===== config.mk =====
export PLATFORM = sky130hd
export DESIGN_NAME = rational_alu_gcd_reduce_core
export DESIGN_NICKNAME = d
export VERILOG_FILES = /design/src/rgcd_pkg.sv /design/src/rational_alu_gcd_reduce_core.sv
export SDC_FILE = /design/constraint.sdc
export NUM_CORES = 2
export LEC_CHECK = 0
export BUFFER_PORTS_ARGS = -buffer_cell sky130_fd_sc_hd__buf_2
export CAP_MARGIN = 20
export CORE_MARGIN = 1.5
export CORE_UTILIZATION = 50
export CTS_CLUSTER_DIAMETER = 150
export DETAILED_ROUTE_END_ITERATION = 8
export PLACE_DENSITY_LB_ADDON = 0.12
export SLEW_MARGIN = 20
export SYNTH_ARGS = -nofsm -noshare
export SYNTH_HDL_FRONTEND = slang
export SYNTH_SLANG_ARGS = --single-unit

===== constraint.sdc =====
create_clock -name i_clk -period 23.8 [get_ports i_clk]
set_input_delay 1.19 -clock i_clk [delete_from_list [all_inputs] [get_ports i_clk]]
set_output_delay 1.19 -clock i_clk [all_outputs]
set_load 0.02 [all_outputs]

===== src/rgcd_pkg.sv =====
// shared types and constants for the rational alu with gcd reduction
package rgcd_pkg;

    localparam int MODE_W = 3;
    localparam int NUM_W  = 33;
    localparam int DEN_W  = 32;

    typedef logic [MODE_W-1:0] t_mode;

    // operation codes; unused codes behave as a plain reduce of the first fraction
    localparam t_mode MODE_ADD = 3'd0;
    localparam t_mode MODE_MUL = 3'd1;
    localparam t_mode MODE_EQ  = 3'd2;
    localparam t_mode MODE_INC = 3'd3;

endpackage


===== src/rational_alu_gcd_reduce_core.sv =====
// rational fraction alu: add, multiply, compare, increment, reduce, with gcd reduction
//
// Takes one word of two fractions (a_num/a_den, b_num/b_den) plus a mode and returns one
// reduced fraction per word. Work runs through a small sequencer around one shared
// OPERAND_WIDTH x OPERAND_WIDTH multiplier and one shared subtractor. Steps per word:
// accept, two or three products (add: three, multiply/equality: two, others: none), one
// check step, a binary gcd that does one halving, swap or subtract per cycle, then two
// restoring divisions that build IW-bit quotients (IW = 2*OPERAND_WIDTH+1, capped at 64,
// so 33 at the default width), and a load of the output register. A zero numerator or
// denominator skips the gcd and divisions entirely. The gcd loop and the division steps
// both run on the shared subtractor. The input side is ready only while the sequencer is
// idle. A finished word sits in an output register, so a new word may be accepted and
// computed while the previous result waits for the consumer. Equality compares cross
// products of the inputs (exact, and equivalent to comparing reduced forms), with
// fractions that cannot be reduced compared as given; the result fields then carry the
// reduced first fraction.
module rational_alu_gcd_reduce_core #(
    parameter int OPERAND_WIDTH = 16
) (
    input  logic                          i_clk,
    input  logic                          i_rst_n,
    input  logic                          i_in_valid,
    output logic                          o_in_ready,
    input  rgcd_pkg::t_mode               i_mode,
    input  logic [OPERAND_WIDTH-1:0]      i_a_num,
    input  logic [OPERAND_WIDTH-1:0]      i_a_den,
    input  logic [OPERAND_WIDTH-1:0]      i_b_num,
    input  logic [OPERAND_WIDTH-1:0]      i_b_den,
    output logic                          o_out_valid,
    input  logic                          i_out_ready,
    output logic [rgcd_pkg::NUM_W-1:0]    o_res_num,
    output logic [rgcd_pkg::DEN_W-1:0]    o_res_den,
    output logic                          o_is_equal
);

    // widths: operand, product, internal value (IW bits, at most 64), division counter
    localparam int OW = OPERAND_WIDTH;
    localparam int PW = 2 * OW;
    localparam int IW = (PW + 1 > 64) ? 64 : PW + 1;
    localparam int CW = $clog2(IW);

    // sequencer states
    localparam logic [2:0] S_IDLE = 3'd0;
    localparam logic [2:0] S_MUL  = 3'd1;
    localparam logic [2:0] S_CHK  = 3'd2;
    localparam logic [2:0] S_GCD  = 3'd3;
    localparam logic [2:0] S_DIVX = 3'd4;
    localparam logic [2:0] S_DIVY = 3'd5;
    localparam logic [2:0] S_OUT  = 3'd6;

    logic [2:0]               r_state, n_state;
    rgcd_pkg::t_mode          r_mode, n_mode;
    logic [OW-1:0]            r_an, n_an, r_ad, n_ad, r_bn, n_bn, r_bd, n_bd;
    logic [1:0]               r_step, n_step;
    logic [PW-1:0]            r_prod, n_prod;
    logic [IW-1:0]            r_acc, n_acc;
    logic [IW-1:0]            r_x, n_x, r_y, n_y;      // numerator / denominator, later quotients
    logic [IW-1:0]            r_u, n_u, r_v, n_v;      // gcd working pair
    logic [IW-1:0]            r_rem, n_rem;
    logic                     r_com, n_com;            // still stripping common factors of two
    logic                     r_eq, n_eq;
    logic [CW-1:0]            r_cnt, n_cnt;
    logic                     r_out_valid, n_out_valid;
    logic [rgcd_pkg::NUM_W-1:0] r_res_num, n_res_num;
    logic [rgcd_pkg::DEN_W-1:0] r_res_den, n_res_den;
    logic                     r_res_eq, n_res_eq;

    // shared multiplier
    logic [OW-1:0] mul_a, mul_b;
    logic [PW-1:0] mul_p;

    always_comb begin
        mul_a = r_an;
        mul_b = r_bn;
        case (r_mode)
            rgcd_pkg::MODE_ADD: begin
                if (r_step == 2'd0) begin
                    mul_a = r_bd;
                    mul_b = r_an;
                end else if (r_step == 2'd1) begin
                    mul_a = r_ad;
                    mul_b = r_bn;
                end else begin
                    mul_a = r_ad;
                    mul_b = r_bd;
                end
            end
            rgcd_pkg::MODE_MUL: begin
                if (r_step == 2'd0) begin
                    mul_a = r_an;
                    mul_b = r_bn;
                end else begin
                    mul_a = r_ad;
                    mul_b = r_bd;
                end
            end
            default: begin
                // equality: cross products
                if (r_step == 2'd0) begin
                    mul_a = r_an;
                    mul_b = r_bd;
                end else begin
                    mul_a = r_bn;
                    mul_b = r_ad;
                end
            end
        endcase
    end

    assign mul_p = PW'(mul_a) * PW'(mul_b);

    // shared subtractor: gcd difference or division trial subtract
    logic [IW:0]   sub_a, sub_b;
    logic [IW+1:0] sub_full;
    logic [IW-1:0] sub_d;
    logic          sub_ge;
    logic          div_bit;

    assign div_bit = (r_state == S_DIVY) ? r_y[IW-1] : r_x[IW-1];

    always_comb begin
        if (r_state == S_GCD) begin
            sub_a = {1'b0, r_v};
        end else begin
            sub_a = {r_rem, div_bit};
        end
        sub_b = {1'b0, r_u};
    end

    assign sub_full = {1'b0, sub_a} - {1'b0, sub_b};
    assign sub_ge   = ~sub_full[IW+1];
    assign sub_d    = sub_full[IW-1:0];

    // equality corner: a fraction with zero numerator or denominator stays as given
    logic unred, raw_eq;
    logic [1:0] last_step;

    assign unred  = (r_an == '0) || (r_ad == '0) || (r_bn == '0) || (r_bd == '0);
    assign raw_eq = (r_an == r_bn) && (r_ad == r_bd);
    assign last_step = (r_mode == rgcd_pkg::MODE_ADD) ? 2'd3 : 2'd2;

    always_comb begin
        n_state     = r_state;
        n_mode      = r_mode;
        n_an        = r_an;
        n_ad        = r_ad;
        n_bn        = r_bn;
        n_bd        = r_bd;
        n_step      = r_step;
        n_prod      = r_prod;
        n_acc       = r_acc;
        n_x         = r_x;
        n_y         = r_y;
        n_u         = r_u;
        n_v         = r_v;
        n_rem       = r_rem;
        n_com       = r_com;
        n_eq        = r_eq;
        n_cnt       = r_cnt;
        n_out_valid = r_out_valid;
        n_res_num   = r_res_num;
        n_res_den   = r_res_den;
        n_res_eq    = r_res_eq;

        // consumer takes the waiting word
        if (r_out_valid && i_out_ready) begin
            n_out_valid = 1'b0;
        end

        unique case (r_state)
            S_IDLE: begin
                if (i_in_valid) begin
                    n_mode = i_mode;
                    n_an   = i_a_num;
                    n_ad   = i_a_den;
                    n_bn   = i_b_num;
                    n_bd   = i_b_den;
                    n_eq   = 1'b0;
                    n_step = 2'd0;
                    unique case (i_mode) inside
                        rgcd_pkg::MODE_ADD, rgcd_pkg::MODE_MUL, rgcd_pkg::MODE_EQ: begin
                            n_state = S_MUL;
                        end
                        rgcd_pkg::MODE_INC: begin
                            n_x     = IW'(i_a_num) + IW'(i_a_den);
                            n_y     = IW'(i_a_den);
                            n_state = S_CHK;
                        end
                        default: begin
                            n_x     = IW'(i_a_num);
                            n_y     = IW'(i_a_den);
                            n_state = S_CHK;
                        end
                    endcase
                end
            end
            S_MUL: begin
                // issue product r_step, consume product r_step-1
                n_prod = mul_p;
                n_step = r_step + 2'd1;
                case (r_step)
                    2'd1: begin
                        if (r_mode == rgcd_pkg::MODE_MUL) begin
                            n_x = IW'(r_prod);
                        end else begin
                            n_acc = IW'(r_prod);
                        end
                    end
                    2'd2: begin
                        if (r_mode == rgcd_pkg::MODE_ADD) begin
                            n_x = r_acc + IW'(r_prod);
                        end else if (r_mode == rgcd_pkg::MODE_MUL) begin
                            n_y = IW'(r_prod);
                        end else begin
                            n_eq = unred ? raw_eq : (r_acc == IW'(r_prod));
                            n_x  = IW'(r_an);
                            n_y  = IW'(r_ad);
                        end
                    end
                    2'd3: begin
                        n_y = IW'(r_prod);
                    end
                    default: begin
                    end
                endcase
                if (r_step == last_step) begin
                    n_state = S_CHK;
                end
            end
            S_CHK: begin
                if ((r_x == '0) || (r_y == '0)) begin
                    n_state = S_OUT;
                end else begin
                    n_u     = r_x;
                    n_v     = r_y;
                    n_com   = 1'b1;
                    n_state = S_GCD;
                end
            end
            S_GCD: begin
                if (r_com) begin
                    // shared twos come out of the dividends as well
                    if (!r_u[0] && !r_v[0]) begin
                        n_u = r_u >> 1;
                        n_v = r_v >> 1;
                        n_x = r_x >> 1;
                        n_y = r_y >> 1;
                    end else begin
                        n_com = 1'b0;
                    end
                end else if (r_v == '0) begin
                    n_cnt   = '0;
                    n_rem   = '0;
                    n_state = S_DIVX;
                end else if (!r_u[0]) begin
                    n_u = r_u >> 1;
                end else if (!r_v[0]) begin
                    n_v = r_v >> 1;
                end else if (sub_ge) begin
                    n_v = sub_d;
                end else begin
                    n_u = r_v;
                    n_v = r_u;
                end
            end
            S_DIVX: begin
                n_x   = {r_x[IW-2:0], sub_ge};
                n_rem = sub_ge ? sub_d : sub_a[IW-1:0];
                n_cnt = r_cnt + CW'(1);
                if (r_cnt == CW'(IW - 1)) begin
                    n_cnt   = '0;
                    n_rem   = '0;
                    n_state = S_DIVY;
                end
            end
            S_DIVY: begin
                n_y   = {r_y[IW-2:0], sub_ge};
                n_rem = sub_ge ? sub_d : sub_a[IW-1:0];
                n_cnt = r_cnt + CW'(1);
                if (r_cnt == CW'(IW - 1)) begin
                    n_state = S_OUT;
                end
            end
            S_OUT: begin
                if (!r_out_valid || i_out_ready) begin
                    n_out_valid = 1'b1;
                    n_res_num   = rgcd_pkg::NUM_W'(r_x);
                    n_res_den   = rgcd_pkg::DEN_W'(r_y);
                    n_res_eq    = r_eq;
                    n_state     = S_IDLE;
                end
            end
            default: begin
                n_state = S_IDLE;
            end
        endcase
    end

    // control state
    always_ff @(posedge i_clk) begin
        if (!i_rst_n) begin
            r_state     <= S_IDLE;
            r_out_valid <= 1'b0;
        end else begin
            r_state     <= n_state;
            r_out_valid <= n_out_valid;
        end
    end

    // datapath
    always_ff @(posedge i_clk) begin
        r_mode    <= n_mode;
        r_an      <= n_an;
        r_ad      <= n_ad;
        r_bn      <= n_bn;
        r_bd      <= n_bd;
        r_step    <= n_step;
        r_prod    <= n_prod;
        r_acc     <= n_acc;
        r_x       <= n_x;
        r_y       <= n_y;
        r_u       <= n_u;
        r_v       <= n_v;
        r_rem     <= n_rem;
        r_com     <= n_com;
        r_eq      <= n_eq;
        r_cnt     <= n_cnt;
        r_res_num <= n_res_num;
        r_res_den <= n_res_den;
        r_res_eq  <= n_res_eq;
    end

    assign o_in_ready  = (r_state == S_IDLE);
    assign o_out_valid = r_out_valid;
    assign o_res_num   = r_res_num;
    assign o_res_den   = r_res_den;
    assign o_is_equal  = r_res_eq;

    // gcd pair never collapses to zero on the u side
    a_gcd_u_nonzero: assert property (@(posedge i_clk) disable iff (!i_rst_n)
        (r_state == S_GCD) |-> (r_u != '0))
        else $error("gcd operand u reached zero");

    // divisor is the odd part of the gcd
    a_div_odd: assert property (@(posedge i_clk) disable iff (!i_rst_n)
        ((r_state == S_DIVX) || (r_state == S_DIVY)) |-> r_u[0])
        else $error("divisor not odd during division");

    // a new result only appears from the output state
    a_out_src: assert property (@(posedge i_clk) disable iff (!i_rst_n)
        $rose(r_out_valid) |-> ($past(r_state) == S_OUT))
        else $error("result loaded outside output state");

endmodule


# [Word level (Yosys, flattened, before mapping)]
# Index checks and enable logic that the tools add are counted.
[op_classes] add_sub_neg=5 bitwise_logic=2 n_reduce_logical=41 n_mul=1 mux=78 n_eq_ne=42
[ops] operator="$mux 33" n=29
[ops] operator="$pmux 33 s2" n=5
[ops] operator="$pmux 33 s4" n=2
[ops] operator="$logic_not 33->1" n=3
[ops] operator="$pmux 33 s3" n=1
[ops] operator="$mux 16" n=6
[ops] operator="$logic_not 16->1" n=4
[ops] operator="$pmux 16 s2" n=2
[ops] operator="$sub 34x33->35" n=1
[ops] operator="$mux 34" n=1
[ops] operator="$add 32x32->33" n=1
[ops] operator="$eq 16x16->1" n=2
[ops] operator="$eq 32x32->1" n=1
[ops] operator="$mul 16x16->32" n=1
[ops] operator="$mux 32" n=1
[ops] operator="$mux 3" n=8
[ops] operator="$pmux 3 s7" n=1
[ops] operator="$ne 2x2->1 const B" n=10
[ops] operator="$mux 6" n=3
[ops] operator="$pmux 6 s3" n=1
[ops] operator="$add 16x16->17" n=1
[ops] operator="$reduce_and 7->1" n=2
[ops] operator="$mux 1" n=13
[ops] operator="$eq 3x2->1 const B" n=4
[ops] operator="32 further kinds" n=66
[totals] inputBits=71 register_bits=376 out_inout_bits=68 word_cells=191

# [Depth between registers and ports, before layout]
[depth] depth_word=10 mapped_depth=32 ltp_nobuf=30

# [Worst setup path after synthesis]
# No wires, ideal clock.
[synth_timing] path_type="register to register" start="reg r_step[0]" end="reg r_prod[28], data pin" required_time_ns=23.541 period_less_slack_ns=7.914 n_path_buf=4 setup_slack_ns=15.886 stages_incl_launch_ff=30 arrival_ns=7.655 cell_sequence="edfxtp_1 -> inv_1 -> ha_1 -> clkbuf_1 -> buf_1 -> clkbuf_1 -> a21oi_1 -> a21oi_1 -> clkbuf_1 -> nand2_1 -> fa_1 -> inv_1 -> fa_1 -> inv_1 -> fa_1 -> inv_1 -> fa_1 -> fa_1 -> inv_1 -> fa_1 -> inv_1 -> ha_1 -> and3_1 -> a2111oi_0 -> nand2_1 -> a311oi_1 -> o211ai_1 -> a21o_1 -> a21oi_1 -> xnor2_1"
[synth_between] elab_chain_cells=5 word_cells_on_any_way=11
[synth_lines] element="from (decl)" line="rational_alu_gcd_reduce_core.sv:54" source="logic [1:0] r_step, n_step;"
[synth_lines] element="from (signal assigned)" line="rational_alu_gcd_reduce_core.sv:317" source="r_step <= n_step;"
[synth_lines] element="$eq 2x1->1" line="rational_alu_gcd_reduce_core.sv:80" source="end else if (r_step == 2'd1) begin"
[synth_lines] element="$mux 16" line="rational_alu_gcd_reduce_core.sv:80"
[synth_lines] element="$mux 16" line="rational_alu_gcd_reduce_core.sv:77" source="if (r_step == 2'd0) begin"
[synth_lines] element="$pmux 16 s2" line="rational_alu_gcd_reduce_core.sv:75" source="case (r_mode)"
[synth_lines] element="$mul 16x16->32 *" line="rational_alu_gcd_reduce_core.sv:110" source="assign mul_p = PW'(mul_a) * PW'(mul_b);"
[synth_lines] element="net mul_p[28]" line="rational_alu_gcd_reduce_core.sv:70" source="logic [PW-1:0] mul_p;"
[synth_lines] element="to (signal assigned)" line="rational_alu_gcd_reduce_core.sv:318" source="r_prod <= n_prod;"
[synth_lines] element="to (decl)" line="rational_alu_gcd_reduce_core.sv:55" source="logic [PW-1:0] r_prod, n_prod;"
# Mark *: on every way through the listed nets, which the timed path passes. The rest lies on a longest branch.
# A chain may end at the register's enable or synchronous reset.

# [Final worst setup path]
[layout_timing] start="reg r_mode[0]" end="reg r_prod[28], data pin"
[layout_between] elab_chain_cells=3 word_cells_on_any_way=5
[layout_lines] element="from (decl)" line="rational_alu_gcd_reduce_core.sv:52" source="rgcd_pkg::t_mode r_mode, n_mode;"
[layout_lines] element="from (signal assigned)" line="rational_alu_gcd_reduce_core.sv:312" source="r_mode <= n_mode;"
[layout_lines] element="$eq 3x1->1 or $logic_not 3->1 (tied branches)" line="rational_alu_gcd_reduce_core.sv:75"
[layout_lines] element="$pmux 16 s2" line="rational_alu_gcd_reduce_core.sv:75"
[layout_lines] element="$mul 16x16->32 *" line="rational_alu_gcd_reduce_core.sv:110"
[layout_lines] element="net mul_p[28]" line="rational_alu_gcd_reduce_core.sv:70"
# Marks and branches as above.

==> metrics <==
cell area after technology mapping 31000 µm²; antenna violations before repair 1; hold-fix buffer count after cts 0; detailed placer's ending HPWL 76.5 mm; global placement routability congestion 0.965; Worst Max-Slew Pin Slew 1.09 ns; Setup TNS 0 ns; synthesized area per cell 9.45 µm²; area added between synthesis and finish 10.1%; Worst Hold Class register to register; Hold Path End o_is_equal$_DFFE_PP_; Final min period 9.01 ns; DRT iter0 DRCs 2811; vias in the first global route 25.8k; core box area 61500 µm²; final hold violation count 0; Post-Syn Instances 3277; worst endpoint data arrival time 9.32 ns; final worst-path cycle share 37.9%; Die W 252 µm; Seq cells post-synth 376; vias per cell 6.22; worst setup slack for register-to-register paths 14.79 ns; Rows 91; count of pins on the block boundary 139; Worst-Skew Late Latency 0.59 ns; fill cell count 5513; Pins Over Slew Limit 0; Hold Startpoint r_eq$_SDFFCE_PN0P_; number of input and output port buffers inserted 138; total clock buffers created by CTS 44; total routing resource utilization after global routing 31.8%; launching point of the worst reg2reg path r_mode[0]$_DFFE_PP_; endpoints failing setup 0; Via Count 26.0k; share of synthesized area occupied by flip-flops and latches 36.3%; first-pass GRT wire length 155 mm; count of cells along the worst register-to-register path 25; Place WS 14.86 ns; clock tree buffer depth 3; classification of the worst setup path register to register; count of clock tree sinks 376; cell area after layout 34100 µm²; leading cell types by total area after synthesis sky130_fd_sc_hd__edfxtp_1 (36%), sky130_fd_sc_hd__fa_1 (13%), sky130_fd_sc_hd__ha_1 (7.8%); setup repair after global routing missed its margin false; cells resized by post-CTS repair 0; clock transition at the registers of the reported paths 0.06 ns; setup fix buffers added after clock tree synthesis 0; first drt pass iteration count 9; height of the die 252 µm; overflow left after global routing 0; area of combinational cells with multiple inputs 18000 µm²; outcome complete, but fails checks; CP Data Required Time 24.10 ns; critical path fanouts, max 38; most common library cell in the layout ignoring fill and taps sky130_fd_sc_hd__nand2_1; CTS tree yes; remaining max-slew budget at the tightest pin 27.0%; deepest level of the CTS H-tree 2; worst-case setup margin in the final layout 14.79 ns; CP Launch Type register; Hold Path Depth 0; endpoint of the worst-slack reg-to-reg timing path r_prod[28]$_DFFE_PP_; root buffer selected by CTS sky130_fd_sc_hd__clkbuf_16; worst setup skew after layout 0.0360 ns; largest net degree at the start of global routing 69; total number of yosys warnings 0; routed len/inst 24.2 µm; Synth Flop Type sky130_fd_sc_hd__edfxtp_1; number of synthesized flops with an enable pin 372; share of final-layout standard cells stronger than drive strength 1 9.99%; number of nets in the synthesized netlist 3738; final layout net count 3823; cell area reported after detailed placement 32500 µm²; cell type with the largest total area after synthesis sky130_fd_sc_hd__edfxtp_1; violations in the final reports design-rule violations; number of antenna-violating nets in the routed design 0; fraction of registers with async set/reset 0%; commonest cells after routing, fill and taps aside sky130_fd_sc_hd__nand2_1 (422), sky130_fd_sc_hd__edfxtp_1 (372), sky130_fd_sc_hd__inv_1 (307), sky130_fd_sc_hd__nor2_1 (282), sky130_fd_sc_hd__a21oi_1 (240); Die ar. 63400 µm²; Routed WL 101 mm; max_cap viols 0; sequential standard cell area 11300 µm²; number of DRC violations after detailed routing 4; kind of end point of the critical path register; Synth top area share 36.1%; peak clock frequency supported by timing 111 MHz; Netlist cell types 73; Initial Util 50.3%
[stage by stage]
stage               cells  utilization (%)  hold WS, ns
floorplan            3277                -        0.400
global placement     4104             52.9        0.414
detailed placement   4104             52.9        0.422
CTS                  4182             55.4        0.437
global route         4184             55.4        0.447
finish               4185             55.4        0.437
[how the worst max path moves through the flow]
stage	start	end	depth (start not counted)
CTS	r_mode[0]$_DFFE_PP_	r_prod[28]$_DFFE_PP_	25
finish	r_mode[0]$_DFFE_PP_	r_prod[28]$_DFFE_PP_	25
global placement	r_mode[0]$_DFFE_PP_	r_prod[28]$_DFFE_PP_	25
detailed placement	r_mode[0]$_DFFE_PP_	r_prod[28]$_DFFE_PP_	25
global route	r_mode[0]$_DFFE_PP_	r_prod[28]$_DFFE_PP_	25
floorplan	r_step[0]$_SDFFCE_PN0P_	r_prod[28]$_DFFE_PP_	29
[state kept, by name (all words and copies together), names as in the netlist, 32 cells and up]
| name | cells |
|---|---|
| o_res_den | 32 |
| r_x | 33 |
| o_res_num | 33 |
| r_y | 33 |
| r_prod | 32 |
| r_acc | 32 |
| r_v | 33 |
| r_rem | 33 |
| r_u | 33 |
[cell families (layout without fill, tap and decap cells)]
group / after synthesis / in the layout / share of synthesized area [%]
compound gates: 814 / 814 / 16.5
xor+xnor: 120 / 120 / 3.40
fa+ha+maj: 390 / 390 / 20.5
buf+inv: 470 / 587 / 5.92
flops: 376 / 376 / 36.3
mux: 61 / 61 / 2.11
other cells: 0 / 1 / 0
simple gates: 1046 / 1046 / 15.2
[final cells by class]
class	count	share of cell area, %
Clock buffer	50	3.30
Sequential cell	376	33.0
Multi-Input combinational cell	2431	52.8
Antenna cell	1	0.00734
Clock inverter	28	1.12
Tap cell	790	2.90
Inverter	309	3.40
Timing Repair Buffer	200	3.42
[cells in the mapped netlist (all sizes together), types with 8 or more instances]
cell	n
o21ai	217
nand2b	29
nor3	32
a222oi	38
or2	9
a311oi	8
or3	49
nor4	50
o22ai	39
a21oi	242
nor2	286
a21o	58
fa	197
o21bai	13
xnor2	83
mux2i	26
o211ai	31
nand2	423
o21a	35
a221oi	19
mux2	35
nand3	54
inv	307
nor2b	19
buf	20
xor2	37
nand4	37
a211oi	29
edfxtp	372
clkbuf	141
and2	28
and3	15
a31oi	18
ha	193
[worst max-delay path, stage by stage, from the launching register on]
cell and delay [ns]:
sky130_fd_sc_hd__edfxtp_1 0.70, sky130_fd_sc_hd__or3_1 0.46, sky130_fd_sc_hd__buf_4 0.27, sky130_fd_sc_hd__nand2_1 0.34, sky130_fd_sc_hd__nor2_1 0.11, sky130_fd_sc_hd__nor3_2 0.85, sky130_fd_sc_hd__nand2_1 0.18, sky130_fd_sc_hd__fa_1 0.56
sky130_fd_sc_hd__fa_1 0.58, sky130_fd_sc_hd__fa_1 0.45, sky130_fd_sc_hd__fa_1 0.55, sky130_fd_sc_hd__inv_1 0.05, sky130_fd_sc_hd__fa_1 0.48, sky130_fd_sc_hd__inv_1 0.05, sky130_fd_sc_hd__fa_1 0.47, sky130_fd_sc_hd__inv_1 0.04
sky130_fd_sc_hd__ha_1 0.33, sky130_fd_sc_hd__a21oi_1 0.18, sky130_fd_sc_hd__o21bai_1 0.11, sky130_fd_sc_hd__a2111oi_0 0.47, sky130_fd_sc_hd__nand2_1 0.15, sky130_fd_sc_hd__a311oi_1 0.67, sky130_fd_sc_hd__o211ai_1 0.21, sky130_fd_sc_hd__a21o_1 0.20
sky130_fd_sc_hd__a21oi_1 0.17, sky130_fd_sc_hd__xnor2_1 0.08
[layer usage]
layer | GRT usage, % | vias to the layer above | part of all wire [%]
met1 | 41.3 | 12800 | 40
met2 | 53.7 | 1200 | 48
met5 | 0 | - | 0.013
met4 | 12.3 | 2 | 4.1
met3 | 4.97 | 241 | 7.5
li1 | - | 11800 | -
Power is left out: the tool's default activity adds up to more than one toggle a clock period on the data nets, which glitch-free logic cannot reach.
